File: src/rtl/mpfp_pkg.sv
`timescale 1ns / 1ps
package mpfp_pkg;

  // Defaults for the top-level parameters.
  localparam int DEF_MAX_LENGTH_BYTES   = 4;
  localparam int DEF_BUFFER_LENGTH_BITS = 16;

  // Fixed widths of the stored fields.
  localparam int LEN_MAX_W = 16;   // widest buffer length count
  localparam int HDR_END_W = 3;    // header end index, at most five
  localparam int SUM_W     = 28;   // remaining length, four groups of seven bits
  localparam int TOTAL_W   = 29;   // remaining length plus header bytes
  localparam int EXT_W     = 18;   // room for header end + 2 + topic length + 2

  localparam int QUEUE_DEPTH = 2;

  // MQTT control packet types.
  localparam logic [3:0] TYPE_PUBLISH  = 4'd3;
  localparam logic [3:0] TYPE_PUBACK   = 4'd4;
  localparam logic [3:0] TYPE_PUBREC   = 4'd5;
  localparam logic [3:0] TYPE_PUBREL   = 4'd6;
  localparam logic [3:0] TYPE_PUBCOMP  = 4'd7;
  localparam logic [3:0] TYPE_SUBSCRIBE = 4'd8;
  localparam logic [3:0] TYPE_SUBACK   = 4'd9;
  localparam logic [3:0] TYPE_UNSUBACK = 4'd11;

  // Everything the front end learned about one buffer.
  typedef struct packed {
    logic [7:0]           head_byte;
    logic [SUM_W-1:0]     remaining_sum;
    logic                 length_done;
    logic [HDR_END_W-1:0] header_end;
    logic                 second_continues;
    logic                 overlong;
    logic [15:0]          topic_size;
    logic [15:0]          early_id;
    logic [15:0]          publish_id;
    logic [LEN_MAX_W-1:0] len;
  } snap_t;

endpackage

File: src/rtl/mpfp_front.sv
`timescale 1ns / 1ps
module mpfp_front #(
  parameter int MAX_LENGTH_BYTES   = mpfp_pkg::DEF_MAX_LENGTH_BYTES,
  parameter int BUFFER_LENGTH_BITS = mpfp_pkg::DEF_BUFFER_LENGTH_BITS
) (
  input  logic            clk,
  input  logic            rst_n,
  input  logic            in_valid,
  output logic            in_stall,
  input  logic [7:0]      in_data_byte,
  input  logic            in_last_byte,
  output logic            push_valid,
  input  logic            push_stall,
  output mpfp_pkg::snap_t push_data
);
  import mpfp_pkg::*;

  localparam int LW = BUFFER_LENGTH_BITS;
  localparam logic [LW-1:0] COUNT_MAX = '1;

  logic [LW-1:0]        count_r, count_nxt;
  logic [7:0]           head_r, head_nxt;
  logic [SUM_W-1:0]     sum_r, sum_nxt;
  logic                 done_r, done_nxt;
  logic [HDR_END_W-1:0] hend_r, hend_nxt;
  logic                 sc_r, sc_nxt;
  logic [15:0]          topic_r, topic_nxt;
  logic [15:0]          early_r, early_nxt;
  logic [15:0]          pid_r, pid_nxt;
  logic                 ovl_r, ovl_nxt;

  logic [EXT_W-1:0] p_ext, hend_ext, id_pos;
  logic             accept;

  assign in_stall   = push_stall;
  assign push_valid = in_valid & in_last_byte;
  assign accept     = in_valid & ~push_stall;

  assign p_ext    = EXT_W'(count_r);
  assign hend_ext = EXT_W'(hend_r);
  assign id_pos   = hend_ext + EXT_W'(2) + EXT_W'(topic_r);

  always_comb begin
    count_nxt = count_r;
    head_nxt  = head_r;
    sum_nxt   = sum_r;
    done_nxt  = done_r;
    hend_nxt  = hend_r;
    sc_nxt    = sc_r;
    topic_nxt = topic_r;
    early_nxt = early_r;
    pid_nxt   = pid_r;
    ovl_nxt   = ovl_r;
    // Once the count saturates, further bytes are dropped.
    if (count_r != COUNT_MAX) begin
      if (count_r == LW'(0)) head_nxt = in_data_byte;
      if (count_r == LW'(1)) sc_nxt = in_data_byte[7];
      if (count_r == LW'(2)) early_nxt[15:8] = in_data_byte;
      if (count_r == LW'(3)) early_nxt[7:0] = in_data_byte;
      if (done_r && !ovl_r) begin
        if (p_ext == hend_ext) begin
          topic_nxt[15:8] = in_data_byte;
        end else if (p_ext == hend_ext + EXT_W'(1)) begin
          topic_nxt[7:0] = in_data_byte;
        end else if (p_ext == id_pos) begin
          pid_nxt[15:8] = in_data_byte;
        end else if (p_ext == id_pos + EXT_W'(1)) begin
          pid_nxt[7:0] = in_data_byte;
        end
      end else if (count_r != LW'(0) && !done_r && count_r <= LW'(MAX_LENGTH_BYTES)) begin
        for (int k = 1; k <= MAX_LENGTH_BYTES; k++) begin
          if (count_r == LW'(k)) begin
            sum_nxt[7*(k-1) +: 7] = sum_r[7*(k-1) +: 7] | in_data_byte[6:0];
          end
        end
        if (!in_data_byte[7]) begin
          done_nxt = 1'b1;
          hend_nxt = count_r[HDR_END_W-1:0] + HDR_END_W'(1);
        end else if (count_r == LW'(MAX_LENGTH_BYTES)) begin
          done_nxt = 1'b1;
          ovl_nxt  = 1'b1;
          hend_nxt = HDR_END_W'(MAX_LENGTH_BYTES + 1);
        end
      end
      count_nxt = count_r + LW'(1);
    end
  end

  always_comb begin
    push_data.head_byte        = head_nxt;
    push_data.remaining_sum    = sum_nxt;
    push_data.length_done      = done_nxt;
    push_data.header_end       = hend_nxt;
    push_data.second_continues = sc_nxt;
    push_data.overlong         = ovl_nxt;
    push_data.topic_size       = topic_nxt;
    push_data.early_id         = early_nxt;
    push_data.publish_id       = pid_nxt;
    push_data.len              = LEN_MAX_W'(count_nxt);
  end

  always_ff @(posedge clk) begin
    // The final byte hands its record to the queue and clears the state.
    if (!rst_n || (accept && in_last_byte)) begin
      count_r <= '0;
      head_r  <= '0;
      sum_r   <= '0;
      done_r  <= 1'b0;
      hend_r  <= '0;
      sc_r    <= 1'b0;
      topic_r <= '0;
      early_r <= '0;
      pid_r   <= '0;
      ovl_r   <= 1'b0;
    end else if (accept) begin
      count_r <= count_nxt;
      head_r  <= head_nxt;
      sum_r   <= sum_nxt;
      done_r  <= done_nxt;
      hend_r  <= hend_nxt;
      sc_r    <= sc_nxt;
      topic_r <= topic_nxt;
      early_r <= early_nxt;
      pid_r   <= pid_nxt;
      ovl_r   <= ovl_nxt;
    end
  end

endmodule

File: src/rtl/mpfp_queue.sv
`timescale 1ns / 1ps
module mpfp_queue (
  input  logic            clk,
  input  logic            rst_n,
  input  logic            wr_valid,
  output logic            wr_stall,
  input  mpfp_pkg::snap_t wr_data,
  output logic            rd_valid,
  input  logic            rd_stall,
  output mpfp_pkg::snap_t rd_data
);
  import mpfp_pkg::*;

  localparam int PTR_W = (QUEUE_DEPTH > 1) ? $clog2(QUEUE_DEPTH) : 1;
  localparam int CNT_W = $clog2(QUEUE_DEPTH + 1);

  snap_t            entry_r [QUEUE_DEPTH];
  logic [PTR_W-1:0] wr_ptr_r, wr_ptr_nxt;
  logic [PTR_W-1:0] rd_ptr_r, rd_ptr_nxt;
  logic [CNT_W-1:0] count_r, count_nxt;
  logic             wr_en, rd_en;

  assign wr_stall = (count_r == CNT_W'(QUEUE_DEPTH));
  assign rd_valid = (count_r != '0);
  assign rd_data  = entry_r[rd_ptr_r];
  assign wr_en    = wr_valid & ~wr_stall;
  assign rd_en    = rd_valid & ~rd_stall;

  always_comb begin
    wr_ptr_nxt = wr_ptr_r;
    rd_ptr_nxt = rd_ptr_r;
    count_nxt  = count_r;
    if (wr_en) begin
      wr_ptr_nxt = (wr_ptr_r == PTR_W'(QUEUE_DEPTH - 1)) ? '0 : wr_ptr_r + PTR_W'(1);
    end
    if (rd_en) begin
      rd_ptr_nxt = (rd_ptr_r == PTR_W'(QUEUE_DEPTH - 1)) ? '0 : rd_ptr_r + PTR_W'(1);
    end
    if (wr_en && !rd_en) begin
      count_nxt = count_r + CNT_W'(1);
    end else if (rd_en && !wr_en) begin
      count_nxt = count_r - CNT_W'(1);
    end
  end

  always_ff @(posedge clk) begin
    if (!rst_n) begin
      wr_ptr_r <= '0;
      rd_ptr_r <= '0;
      count_r  <= '0;
    end else begin
      wr_ptr_r <= wr_ptr_nxt;
      rd_ptr_r <= rd_ptr_nxt;
      count_r  <= count_nxt;
    end
  end

  always_ff @(posedge clk) begin
    if (wr_en) begin
      entry_r[wr_ptr_r] <= wr_data;
    end
  end

`ifndef SYNTH
  a_count_bound: assert property (@(posedge clk) disable iff (!rst_n)
    count_r <= CNT_W'(QUEUE_DEPTH))
    else $error("queue holds more records than its depth");
  a_count_up: assert property (@(posedge clk) disable iff (!rst_n)
    (wr_en && !rd_en) |=> count_r == $past(count_r) + CNT_W'(1))
    else $error("queue count missed a write");
  a_count_down: assert property (@(posedge clk) disable iff (!rst_n)
    (rd_en && !wr_en) |=> count_r == $past(count_r) - CNT_W'(1))
    else $error("queue count missed a read");
`endif

endmodule

File: src/rtl/mpfp_back.sv
`timescale 1ns / 1ps
module mpfp_back (
  input  logic                           clk,
  input  logic                           rst_n,
  input  logic                           pop_valid,
  output logic                           pop_stall,
  input  mpfp_pkg::snap_t                pop_data,
  output logic                           out_valid,
  input  logic                           out_stall,
  output logic [3:0]                     out_packet_type,
  output logic [1:0]                     out_qos_level,
  output logic [mpfp_pkg::TOTAL_W-1:0]   out_total_length,
  output logic [15:0]                    out_topic_offset,
  output logic [15:0]                    out_topic_length,
  output logic                           out_topic_ok,
  output logic [15:0]                    out_payload_offset,
  output logic [15:0]                    out_payload_length,
  output logic                           out_payload_ok,
  output logic [15:0]                    out_packet_id,
  output logic                           out_length_error
);
  import mpfp_pkg::*;

  typedef struct packed {
    logic [3:0]           ptype;
    logic [1:0]           qos;
    logic                 err;
    logic [TOTAL_W-1:0]   total;
    logic [EXT_W-1:0]     tstart;
    logic [EXT_W-1:0]     tend;
    logic [15:0]          topic_size;
    logic                 base;
    logic                 tend_le;
    logic                 tend_lt;
    logic                 tend2_lt;
    logic [LEN_MAX_W-1:0] len;
    logic                 early_ok;
    logic [15:0]          early_id;
    logic [15:0]          publish_id;
  } stage_t;

  stage_t s1_r, s1_nxt;
  logic   s1_valid_r, out_valid_r;
  logic   out_adv, s1_adv;

  logic [EXT_W-1:0] len_ext, h_ext;

  assign out_adv   = ~out_valid_r | ~out_stall;
  assign s1_adv    = ~s1_valid_r | out_adv;
  assign pop_stall = ~s1_adv;
  assign out_valid = out_valid_r;

  // First stage: header end, total length and the topic end compares.
  always_comb begin
    len_ext = EXT_W'(pop_data.len);
    h_ext   = pop_data.length_done ? EXT_W'(pop_data.header_end) : len_ext;
    s1_nxt.ptype      = pop_data.head_byte[7:4];
    s1_nxt.qos        = pop_data.head_byte[2:1];
    s1_nxt.err        = pop_data.overlong;
    s1_nxt.total      = TOTAL_W'(pop_data.remaining_sum) + TOTAL_W'(h_ext);
    s1_nxt.tstart     = h_ext + EXT_W'(2);
    s1_nxt.tend       = h_ext + EXT_W'(2) + EXT_W'(pop_data.topic_size);
    s1_nxt.topic_size = pop_data.topic_size;
    s1_nxt.base       = !pop_data.overlong && pop_data.length_done &&
                        (s1_nxt.tstart < len_ext);
    s1_nxt.tend_le    = (s1_nxt.tend <= len_ext);
    s1_nxt.tend_lt    = (s1_nxt.tend < len_ext);
    s1_nxt.tend2_lt   = (s1_nxt.tend + EXT_W'(2) < len_ext);
    s1_nxt.len        = pop_data.len;
    s1_nxt.early_ok   = (pop_data.len >= LEN_MAX_W'(4)) && !pop_data.second_continues;
    s1_nxt.early_id   = pop_data.early_id;
    s1_nxt.publish_id = pop_data.publish_id;
  end

  // Second stage: payload bounds and packet identifier.
  logic [TOTAL_W-1:0] pi, len_t, plen;
  logic               t_ok, p_ok, id_ok;
  logic [15:0]        id;

  always_comb begin
    len_t = TOTAL_W'(s1_r.len);
    pi    = (s1_r.qos != 2'd0) ? TOTAL_W'(s1_r.tend) + TOTAL_W'(2) : TOTAL_W'(s1_r.tend);
    t_ok  = s1_r.base && s1_r.tend_le;
    id_ok = s1_r.base && s1_r.tend_lt && (s1_r.qos != 2'd0) && s1_r.tend2_lt;
    p_ok  = s1_r.base && s1_r.tend_lt && ((s1_r.qos == 2'd0) || s1_r.tend2_lt) &&
            (s1_r.total >= pi);
    plen  = (s1_r.total <= len_t) ? (s1_r.total - pi) : (len_t - pi);
    unique case (s1_r.ptype) inside
      TYPE_PUBLISH: id = id_ok ? s1_r.publish_id : 16'd0;
      TYPE_PUBACK, TYPE_PUBREC, TYPE_PUBREL, TYPE_PUBCOMP,
      TYPE_SUBSCRIBE, TYPE_SUBACK, TYPE_UNSUBACK:
        id = s1_r.early_ok ? s1_r.early_id : 16'd0;
      default: id = 16'd0;
    endcase
  end

  always_ff @(posedge clk) begin
    if (!rst_n) begin
      s1_valid_r  <= 1'b0;
      out_valid_r <= 1'b0;
    end else begin
      if (s1_adv) s1_valid_r <= pop_valid;
      if (out_adv) out_valid_r <= s1_valid_r;
    end
  end

  always_ff @(posedge clk) begin
    if (s1_adv && pop_valid) begin
      s1_r <= s1_nxt;
    end
    if (out_adv && s1_valid_r) begin
      out_packet_type    <= s1_r.ptype;
      out_qos_level      <= s1_r.qos;
      out_total_length   <= s1_r.total;
      out_topic_offset   <= t_ok ? s1_r.tstart[15:0] : 16'd0;
      out_topic_length   <= t_ok ? s1_r.topic_size : 16'd0;
      out_topic_ok       <= t_ok;
      out_payload_offset <= p_ok ? pi[15:0] : 16'd0;
      out_payload_length <= p_ok ? plen[15:0] : 16'd0;
      out_payload_ok     <= p_ok;
      out_packet_id      <= id;
      out_length_error   <= s1_r.err;
    end
  end

endmodule

File: src/rtl/mqtt_packet_field_parser.sv
`timescale 1ns / 1ps
// Accepts one packet byte per cycle unless the queue is full; each packet's record passes
// through the queue, the first stage register and the output registers to the result.
// Throughput is one byte per cycle unless stalled, set by the front end's per-byte capture.
// A two-record queue lets the front end run on while the result stage is stalled.
// Reset is synchronous and active low; it clears all parse state, the queue and the
// result valid flags, and the block is ready in the first cycle after reset.
module mqtt_packet_field_parser #(
  parameter int MAX_LENGTH_BYTES   = mpfp_pkg::DEF_MAX_LENGTH_BYTES,
  parameter int BUFFER_LENGTH_BITS = mpfp_pkg::DEF_BUFFER_LENGTH_BITS
) (
  input  logic                         clk,
  input  logic                         rst_n,
  input  logic                         in_valid,
  output logic                         in_stall,
  input  logic [7:0]                   in_data_byte,
  input  logic                         in_last_byte,
  output logic                         out_valid,
  input  logic                         out_stall,
  output logic [3:0]                   out_packet_type,
  output logic [1:0]                   out_qos_level,
  output logic [mpfp_pkg::TOTAL_W-1:0] out_total_length,
  output logic [15:0]                  out_topic_offset,
  output logic [15:0]                  out_topic_length,
  output logic                         out_topic_ok,
  output logic [15:0]                  out_payload_offset,
  output logic [15:0]                  out_payload_length,
  output logic                         out_payload_ok,
  output logic [15:0]                  out_packet_id,
  output logic                         out_length_error
);
  import mpfp_pkg::*;

  logic  push_valid, push_stall;
  snap_t push_data;
  logic  pop_valid, pop_stall;
  snap_t pop_data;

  mpfp_front #(
    .MAX_LENGTH_BYTES   (MAX_LENGTH_BYTES),
    .BUFFER_LENGTH_BITS (BUFFER_LENGTH_BITS)
  ) u_front (
    .clk          (clk),
    .rst_n        (rst_n),
    .in_valid     (in_valid),
    .in_stall     (in_stall),
    .in_data_byte (in_data_byte),
    .in_last_byte (in_last_byte),
    .push_valid   (push_valid),
    .push_stall   (push_stall),
    .push_data    (push_data)
  );

  mpfp_queue u_queue (
    .clk      (clk),
    .rst_n    (rst_n),
    .wr_valid (push_valid),
    .wr_stall (push_stall),
    .wr_data  (push_data),
    .rd_valid (pop_valid),
    .rd_stall (pop_stall),
    .rd_data  (pop_data)
  );

  mpfp_back u_back (
    .clk                (clk),
    .rst_n              (rst_n),
    .pop_valid          (pop_valid),
    .pop_stall          (pop_stall),
    .pop_data           (pop_data),
    .out_valid          (out_valid),
    .out_stall          (out_stall),
    .out_packet_type    (out_packet_type),
    .out_qos_level      (out_qos_level),
    .out_total_length   (out_total_length),
    .out_topic_offset   (out_topic_offset),
    .out_topic_length   (out_topic_length),
    .out_topic_ok       (out_topic_ok),
    .out_payload_offset (out_payload_offset),
    .out_payload_length (out_payload_length),
    .out_payload_ok     (out_payload_ok),
    .out_packet_id      (out_packet_id),
    .out_length_error   (out_length_error)
  );

endmodule
File: config.mk
export PLATFORM = sky130hd
export DESIGN_NAME = mqtt_packet_field_parser
export DESIGN_NICKNAME = d
export VERILOG_FILES = /design/src/rtl/mpfp_pkg.sv /design/src/rtl/mpfp_front.sv /design/src/rtl/mpfp_queue.sv /design/src/rtl/mpfp_back.sv /design/src/rtl/mqtt_packet_field_parser.sv
export SDC_FILE = /design/constraint.sdc
export NUM_CORES = 1
export LEC_CHECK = 0
export ABC_AREA = 1
export ABC_CLOCK_PERIOD_IN_PS = 16700
export BUFFER_PORTS_ARGS = -buffer_cell sky130_fd_sc_hd__buf_2
export CELL_PAD_IN_SITES_DETAIL_PLACEMENT = 1
export CELL_PAD_IN_SITES_GLOBAL_PLACEMENT = 1
export CORE_ASPECT_RATIO = 1.25
export CORE_MARGIN = 2
export CORE_UTILIZATION = 45
export DETAILED_ROUTE_END_ITERATION = 8
export GPL_TIMING_DRIVEN = 0
export HOLD_SLACK_MARGIN = 0.03
export PLACE_DENSITY = 0.81
export SETUP_SLACK_MARGIN = 0.3
export SLEW_MARGIN = 20
export SYNTH_ARGS = -nofsm -noshare
export SYNTH_HDL_FRONTEND = slang
export SYNTH_SLANG_ARGS = --single-unit
File: constraint.sdc
create_clock -name clk -period 16.7 [get_ports clk]
set_clock_uncertainty 0.15 [all_clocks]
set_input_delay 1.67 -clock clk [delete_from_list [all_inputs] [get_ports clk]]
set_output_delay 1.67 -clock clk [all_outputs]
set_load 0.01 [all_outputs]
### Word level (Yosys, flattened, before mapping)

Memories as Yosys holds them, arrays and structs flattened. A register that Yosys moved wholly into a read port is not among the register bits.
Cells that the tools add are included.

| cells by class | value |
|---|---|
| $add $sub $neg | 17 |
| $lt $le $gt $ge | 8 |
| equality and inequality tests | 18 |
| muxes and demuxes | 56 |
| bitwise logic cells | 14 |
| reductions and logical operators | 33 |

Operators with widths:

| operator | count |
|---|---|
| 16-bit 2-to-1 mux | 12 |
| 28-bit 2-to-1 mux | 3 |
| 8-bit 2-to-1 mux | 10 |
| 16-bit by 18-bit == test with 1-bit output | 3 |
| 18-bit by 16-bit less-than comparator with 1-bit output | 3 |
| 18-bit by 16-bit adder with 18-bit output | 2 |
| 16-bit by 2-bit == test with 1-bit output, second input constant | 2 |
| 16-bit one-hot mux with 2 select lines | 1 |
| 16-bit subtractor | 2 |
| 28-bit by 18-bit adder with 29-bit output | 1 |
| 29-bit greater-or-equal comparator | 1 |
| 29-bit by 16-bit <= comparator with 1-bit output | 1 |
| 7-bit 2-to-1 mux | 4 |
| 7-bit OR | 4 |
| 18-bit by 2-bit adder with 19-bit output, second input constant | 1 |
| 19-bit 2-to-1 mux | 1 |
| 18-bit by 1-bit adder with 18-bit output, second input constant | 1 |
| 18-bit by 2-bit adder with 18-bit output, second input constant | 1 |
| 18-bit by 16-bit <= comparator with 1-bit output | 1 |
| 1-bit 2-to-1 mux | 18 |
| 16-bit by 2-bit adder with 17-bit output, second input constant | 1 |
| 1-bit logical AND | 17 |
| 16-bit by 1-bit adder with 16-bit output, second input constant | 1 |
| 16-bit by 1-bit == test with 1-bit output, second input constant | 1 |
| 27 further kinds | 54 |

| word-level totals | value |
|---|---|
| register bits | 369 |
| bits in writable memories | 212 |
| memories | 1 |

Memory list:

| memory | depth | bits a word | read ports | clocked after Yosys merged registers in | write ports | RTL line | source |
|---|---|---|---|---|---|---|---|
| u_queue.entry_r | 2 | 106 | 1 | 1 | 1 | mpfp_queue.sv:17 | `snap_t entry_r [QUEUE_DEPTH];` |

### Longest topological paths before layout

| logic depth | value |
|---|---|
| word-level depth | 10 |
| gate-level depth with buffers | 37 |
| depth with buffers taken out | 34 |

### Modules after synthesis

From an unflattened synthesis, not the netlist that was laid out.

| unflattened totals | value |
|---|---|
| cells, all modules | 3005 |
| area, all modules | 29893.7 um^2 |

By module, submodules not included:

| module | times used | cells each | area each (um^2) | sequential area each (um^2) |
|---|---|---|---|---|
| mpfp_back | 1 | 1492 | 14831.7 | 7757.4 |
| mpfp_queue | 1 | 367 | 8046.5 | 6466.2 |
| mpfp_front | 1 | 1146 | 7015.5 | 2122.0 |

### Worst setup path after synthesis

Ideal clock, no wire load.

| timing | value |
|---|---|
| path kind | in2reg |
| from | input port out_stall |
| to | register u_back.out_length_error, enable pin |
| arrival time | 6741 ps |
| path slack | 9210 ps |
| stages on the path | 3 |
| buffers on the path | 0 |
| cells stage by stage | nand2_1 > inv_1 > nor2_1 |

| between the ends | value |
|---|---|
| longest elaborated chain between the ends | 3 |

Ends and longest elaborated chain:

| element | RTL line | source |
|---|---|---|
| start, declared | mqtt_packet_field_parser.sv:19 | `input logic out_stall,` |
| 1-bit NOT | mpfp_back.sv:48 | `assign out_adv = ~out_valid_r \| ~out_stall;` |
| 1-bit OR | mpfp_back.sv:48 |  |
| 1-bit logical AND | mpfp_back.sv:111 | `if (out_adv && s1_valid_r) begin` |
| end signal, assigned | mpfp_back.sv:122 | `out_length_error <= s1_r.err;` |
| end, declared | mpfp_back.sv:20 | `output logic out_length_error` |

No other way between the ends.
A chain may end at the register's enable or synchronous reset.

==> flow_summary.ini <==
[status]
status = complete, no violations

[synth]
ys_warn_count = 0
synth_nets = 3150
synth_edf_count = 465
yosysMostFrequentCell = nand2_1
ys_seq_area_share_pct = 56.8
synth_common_cells = nand2_1 (662), edfxtp_1 (465), inv_1 (412)
synth_top_area_share_pct = 49.0
synth.distinct_cells = 58
synth_top_area_cell = edfxtp_1
synth_ff_type = edfxtp_1
netlist_area_mm2 = 0.0285
synth.ff_latch_count = 576
synth.avg_cell_area_um2 = 9.53
async_reset_ff_share_pct = 0
synthCells = 2989
synth_area_leaders = edfxtp_1 (49%), nand2_1 (8.7%), dfxtp_1 (7.8%)

[floorplan]
die-area_mm2 = 0.0654
row_count = 103
core_area_mm2 = 0.0629
die_h_um = 285
die_x_um = 229
io_pins = 133
initial_core_util_pct = 45.3

[worst_setup_path]
ff2ff_path_depth = 31
required_ps = 17030
startpoint_type = flip-flop
crit_fanout = 10
cpMaxStageDelayCell = o21ai_0
endpoint_kind = flip-flop
reg2reg_to = u_back.s1_r[49]
slowest_delay_ps = 920
crit_arrival_ps = 7540
crit_path_end = u_back.s1_r[49]
r2r_setup_slack_ps = 9490
critPathMostFrequentCell = nand2_1
crit_type = flip-flop to flip-flop

[detailed_routing]
firstDrtPassIters = 5
final_antenna_net_count = 0
vias = 22300
drt_iter0_drc = 1169
viasPerCell = 5.46
drcViolationCount = 0
wl_per_cell_um = 21.5
totalWireLength_um = 87800

[placement]
postPlaceCellArea_mm2 = 0.0306
portBuffers = 132
place.gp.congestion = 1.01
dp_hpwl_um = 68000
dp_slack_ps = 9600

[clocking]
clock_latency_ps = 650
h-tree-depth = 2
root_buffer = clkbuf_16
cts_tree = yes
cts_buffer_depth = 3
post_cts_buffers = 0
cts_hold_buffers = 0
cts_resized = 0
path_clk_slew_ps = 60
clock-sinks = 576
cts_made_buffers = 56

[power_and_ir_drop]
max-vdd-ir-drop_mv = 0.164
p_leak_nw = 14.1
clkPwrFrac_pct = 20.4
power_frac_seq_pct = 34.7
p_switching_w = 0.00278
p_sw_share_pct = 42.4
finalPower_w = 0.00654
powerDensity_mw_per_mm2 = 201
power_frac_comb_pct = 44.9
p_int_w = 0.00377

[global_route]
antenna_found_initial = 1
grt_pass1_wl_um = 134000
grt_usage_pct = 26.7
grt_pass1_vias = 24000
grt_max_degree = 80
overflow = 0

[timing]
setup_violations = 0
finalWorstSetupSlack_ps = 9490
report.final.slew_viol_count = 0
fin_setup_tns_ps = 0
rsz0062_at_grt = no
post-route-period-util_pct = 43.2
period_minus_slack_ps = 7210
worst_pin_slew_ps = 1130
hold_ws_ps = 302
max_clock_freq_ghz = 0.139
timing.final.hold_violations = 0
slew_headroom_pct = 24.0

[cells_and_area]
diodes = 0
fillers = 7126
finalInstanceArea_mm2 = 0.0325
layout.nets = 3355
area_growth_pct = 14.1
layout-drive-gt1-share_pct = 9.90

[worst_hold_path]
hold_class = flip-flop to flip-flop

[flow_run]
cap_violations = 0
## critical path: cells and delay by family, from the launching register on
kind / cells / cell delay (ps)
AOI/OAI and AO/OA: 5 / 1760
xor gates and xnor gates: 1 / 180
adders and majority gates: 3 / 860
buffers and inverters: 7 / 1940
DFF: 1 / 410
and+or+nand+nor: 15 / 1750
## metrics by stage
| step | cells | utilization, % |
|---|---|---|
| detailed placement | 3976 | 48.6 |
| global placement | 3961 | 48.0 |
| CTS | 4082 | 51.7 |
| floorplan | 2989 | - |
| finish | 4082 | 51.7 |
| global route | 4082 | 51.7 |
## placed cells by master, fill, tap and decap left out, types with 23 or more instances in the layout
cell type	n
nand2_1	662
edfxtp_1	465
inv_1	411
nor2_1	259
o21ai_0	217
ha_1	144
a21oi_1	143
buf_2	136
nand3_1	111
dfxtp_1	111
clkbuf_1	76
xor2_1	64
nand4_1	56
clkbuf_16	56
nor3_1	40
a31oi_1	27
xnor2_1	23
## flip-flops by register name, indices dropped and copies added (netlist names), 28 cells and up, named ones only
register and flops:
u_back.out_total_length 29, u_back.s1_r 123, u_front.sum_r 28, u_queue.entry_r 208
## metal layers
layer  global-route usage (%)  routed length [um]  up-vias
li1                         -                   -    10500
met1                     28.5               32500    11000
met2                     49.4               45800      572
met3                     2.91                3090      267
met4                     18.0                6520        0
met5                        0                   0        -
## cell type report
| cell class | count | area [um2] | area share, % |
|---|---|---|---|
| Inverter | 422 | 1590 | 4.90 |
| Timing Repair Buffer | 147 | 985 | 3.03 |
| Clock buffer | 68 | 1480 | 4.54 |
| Multi-Input combinational cell | 1913 | 10400 | 32.1 |
| Buffer | 78 | 328 | 1.01 |
| Tap cell | 840 | 1050 | 3.23 |
| Clock inverter | 38 | 464 | 1.43 |
| Sequential cell | 576 | 16200 | 49.8 |
## cell families (layout without fill, tap and decap cells)
kind of cell    after synthesis  count (layout)  share of synthesized area [%]
simple gates               1210            1210                           18.1
flops                       576             576                           56.8
buf+inv                     500             753                           6.72
compound gates              460             460                           8.85
fa+ha+maj                   148             148                           6.60
xor+xnor                     88              88                           2.73
mux                           7               7                          0.246
## power by group through the flow
| stage | logic [W] | registers, W | clock network, W |
|---|---|---|---|
| 3_5_place_dp | 0.00291 | 0.00230 | 0 |
| 2_1_floorplan | 0.00189 | 0.00231 | 0 |
| 4_1_cts | 0.00294 | 0.00227 | 0.00135 |
| 3_3_place_gp | 0.00269 | 0.00234 | 0 |
| 6_report | 0.00294 | 0.00227 | 0.00133 |
| 5_1_grt | 0.00328 | 0.00230 | 0.00140 |
## how the worst min path moves through the flow
stage | from | end | slack (ps) | depth (start not counted)
floorplan | u_back.s1_r[134] | u_back.out_length_error | 250 | 0
global placement | u_back.s1_r[134] | u_back.out_length_error | 260 | 0
detailed placement | u_back.s1_r[130] | u_back.out_total_length[25] | 290 | 0
CTS | u_back.s1_r[130] | u_back.out_total_length[25] | 300 | 0
global route | u_back.s1_r[134] | u_back.out_length_error | 320 | 0
finish | u_back.s1_r[130] | u_back.out_total_length[25] | 300 | 0
Power figures use the tool's default switching activity.
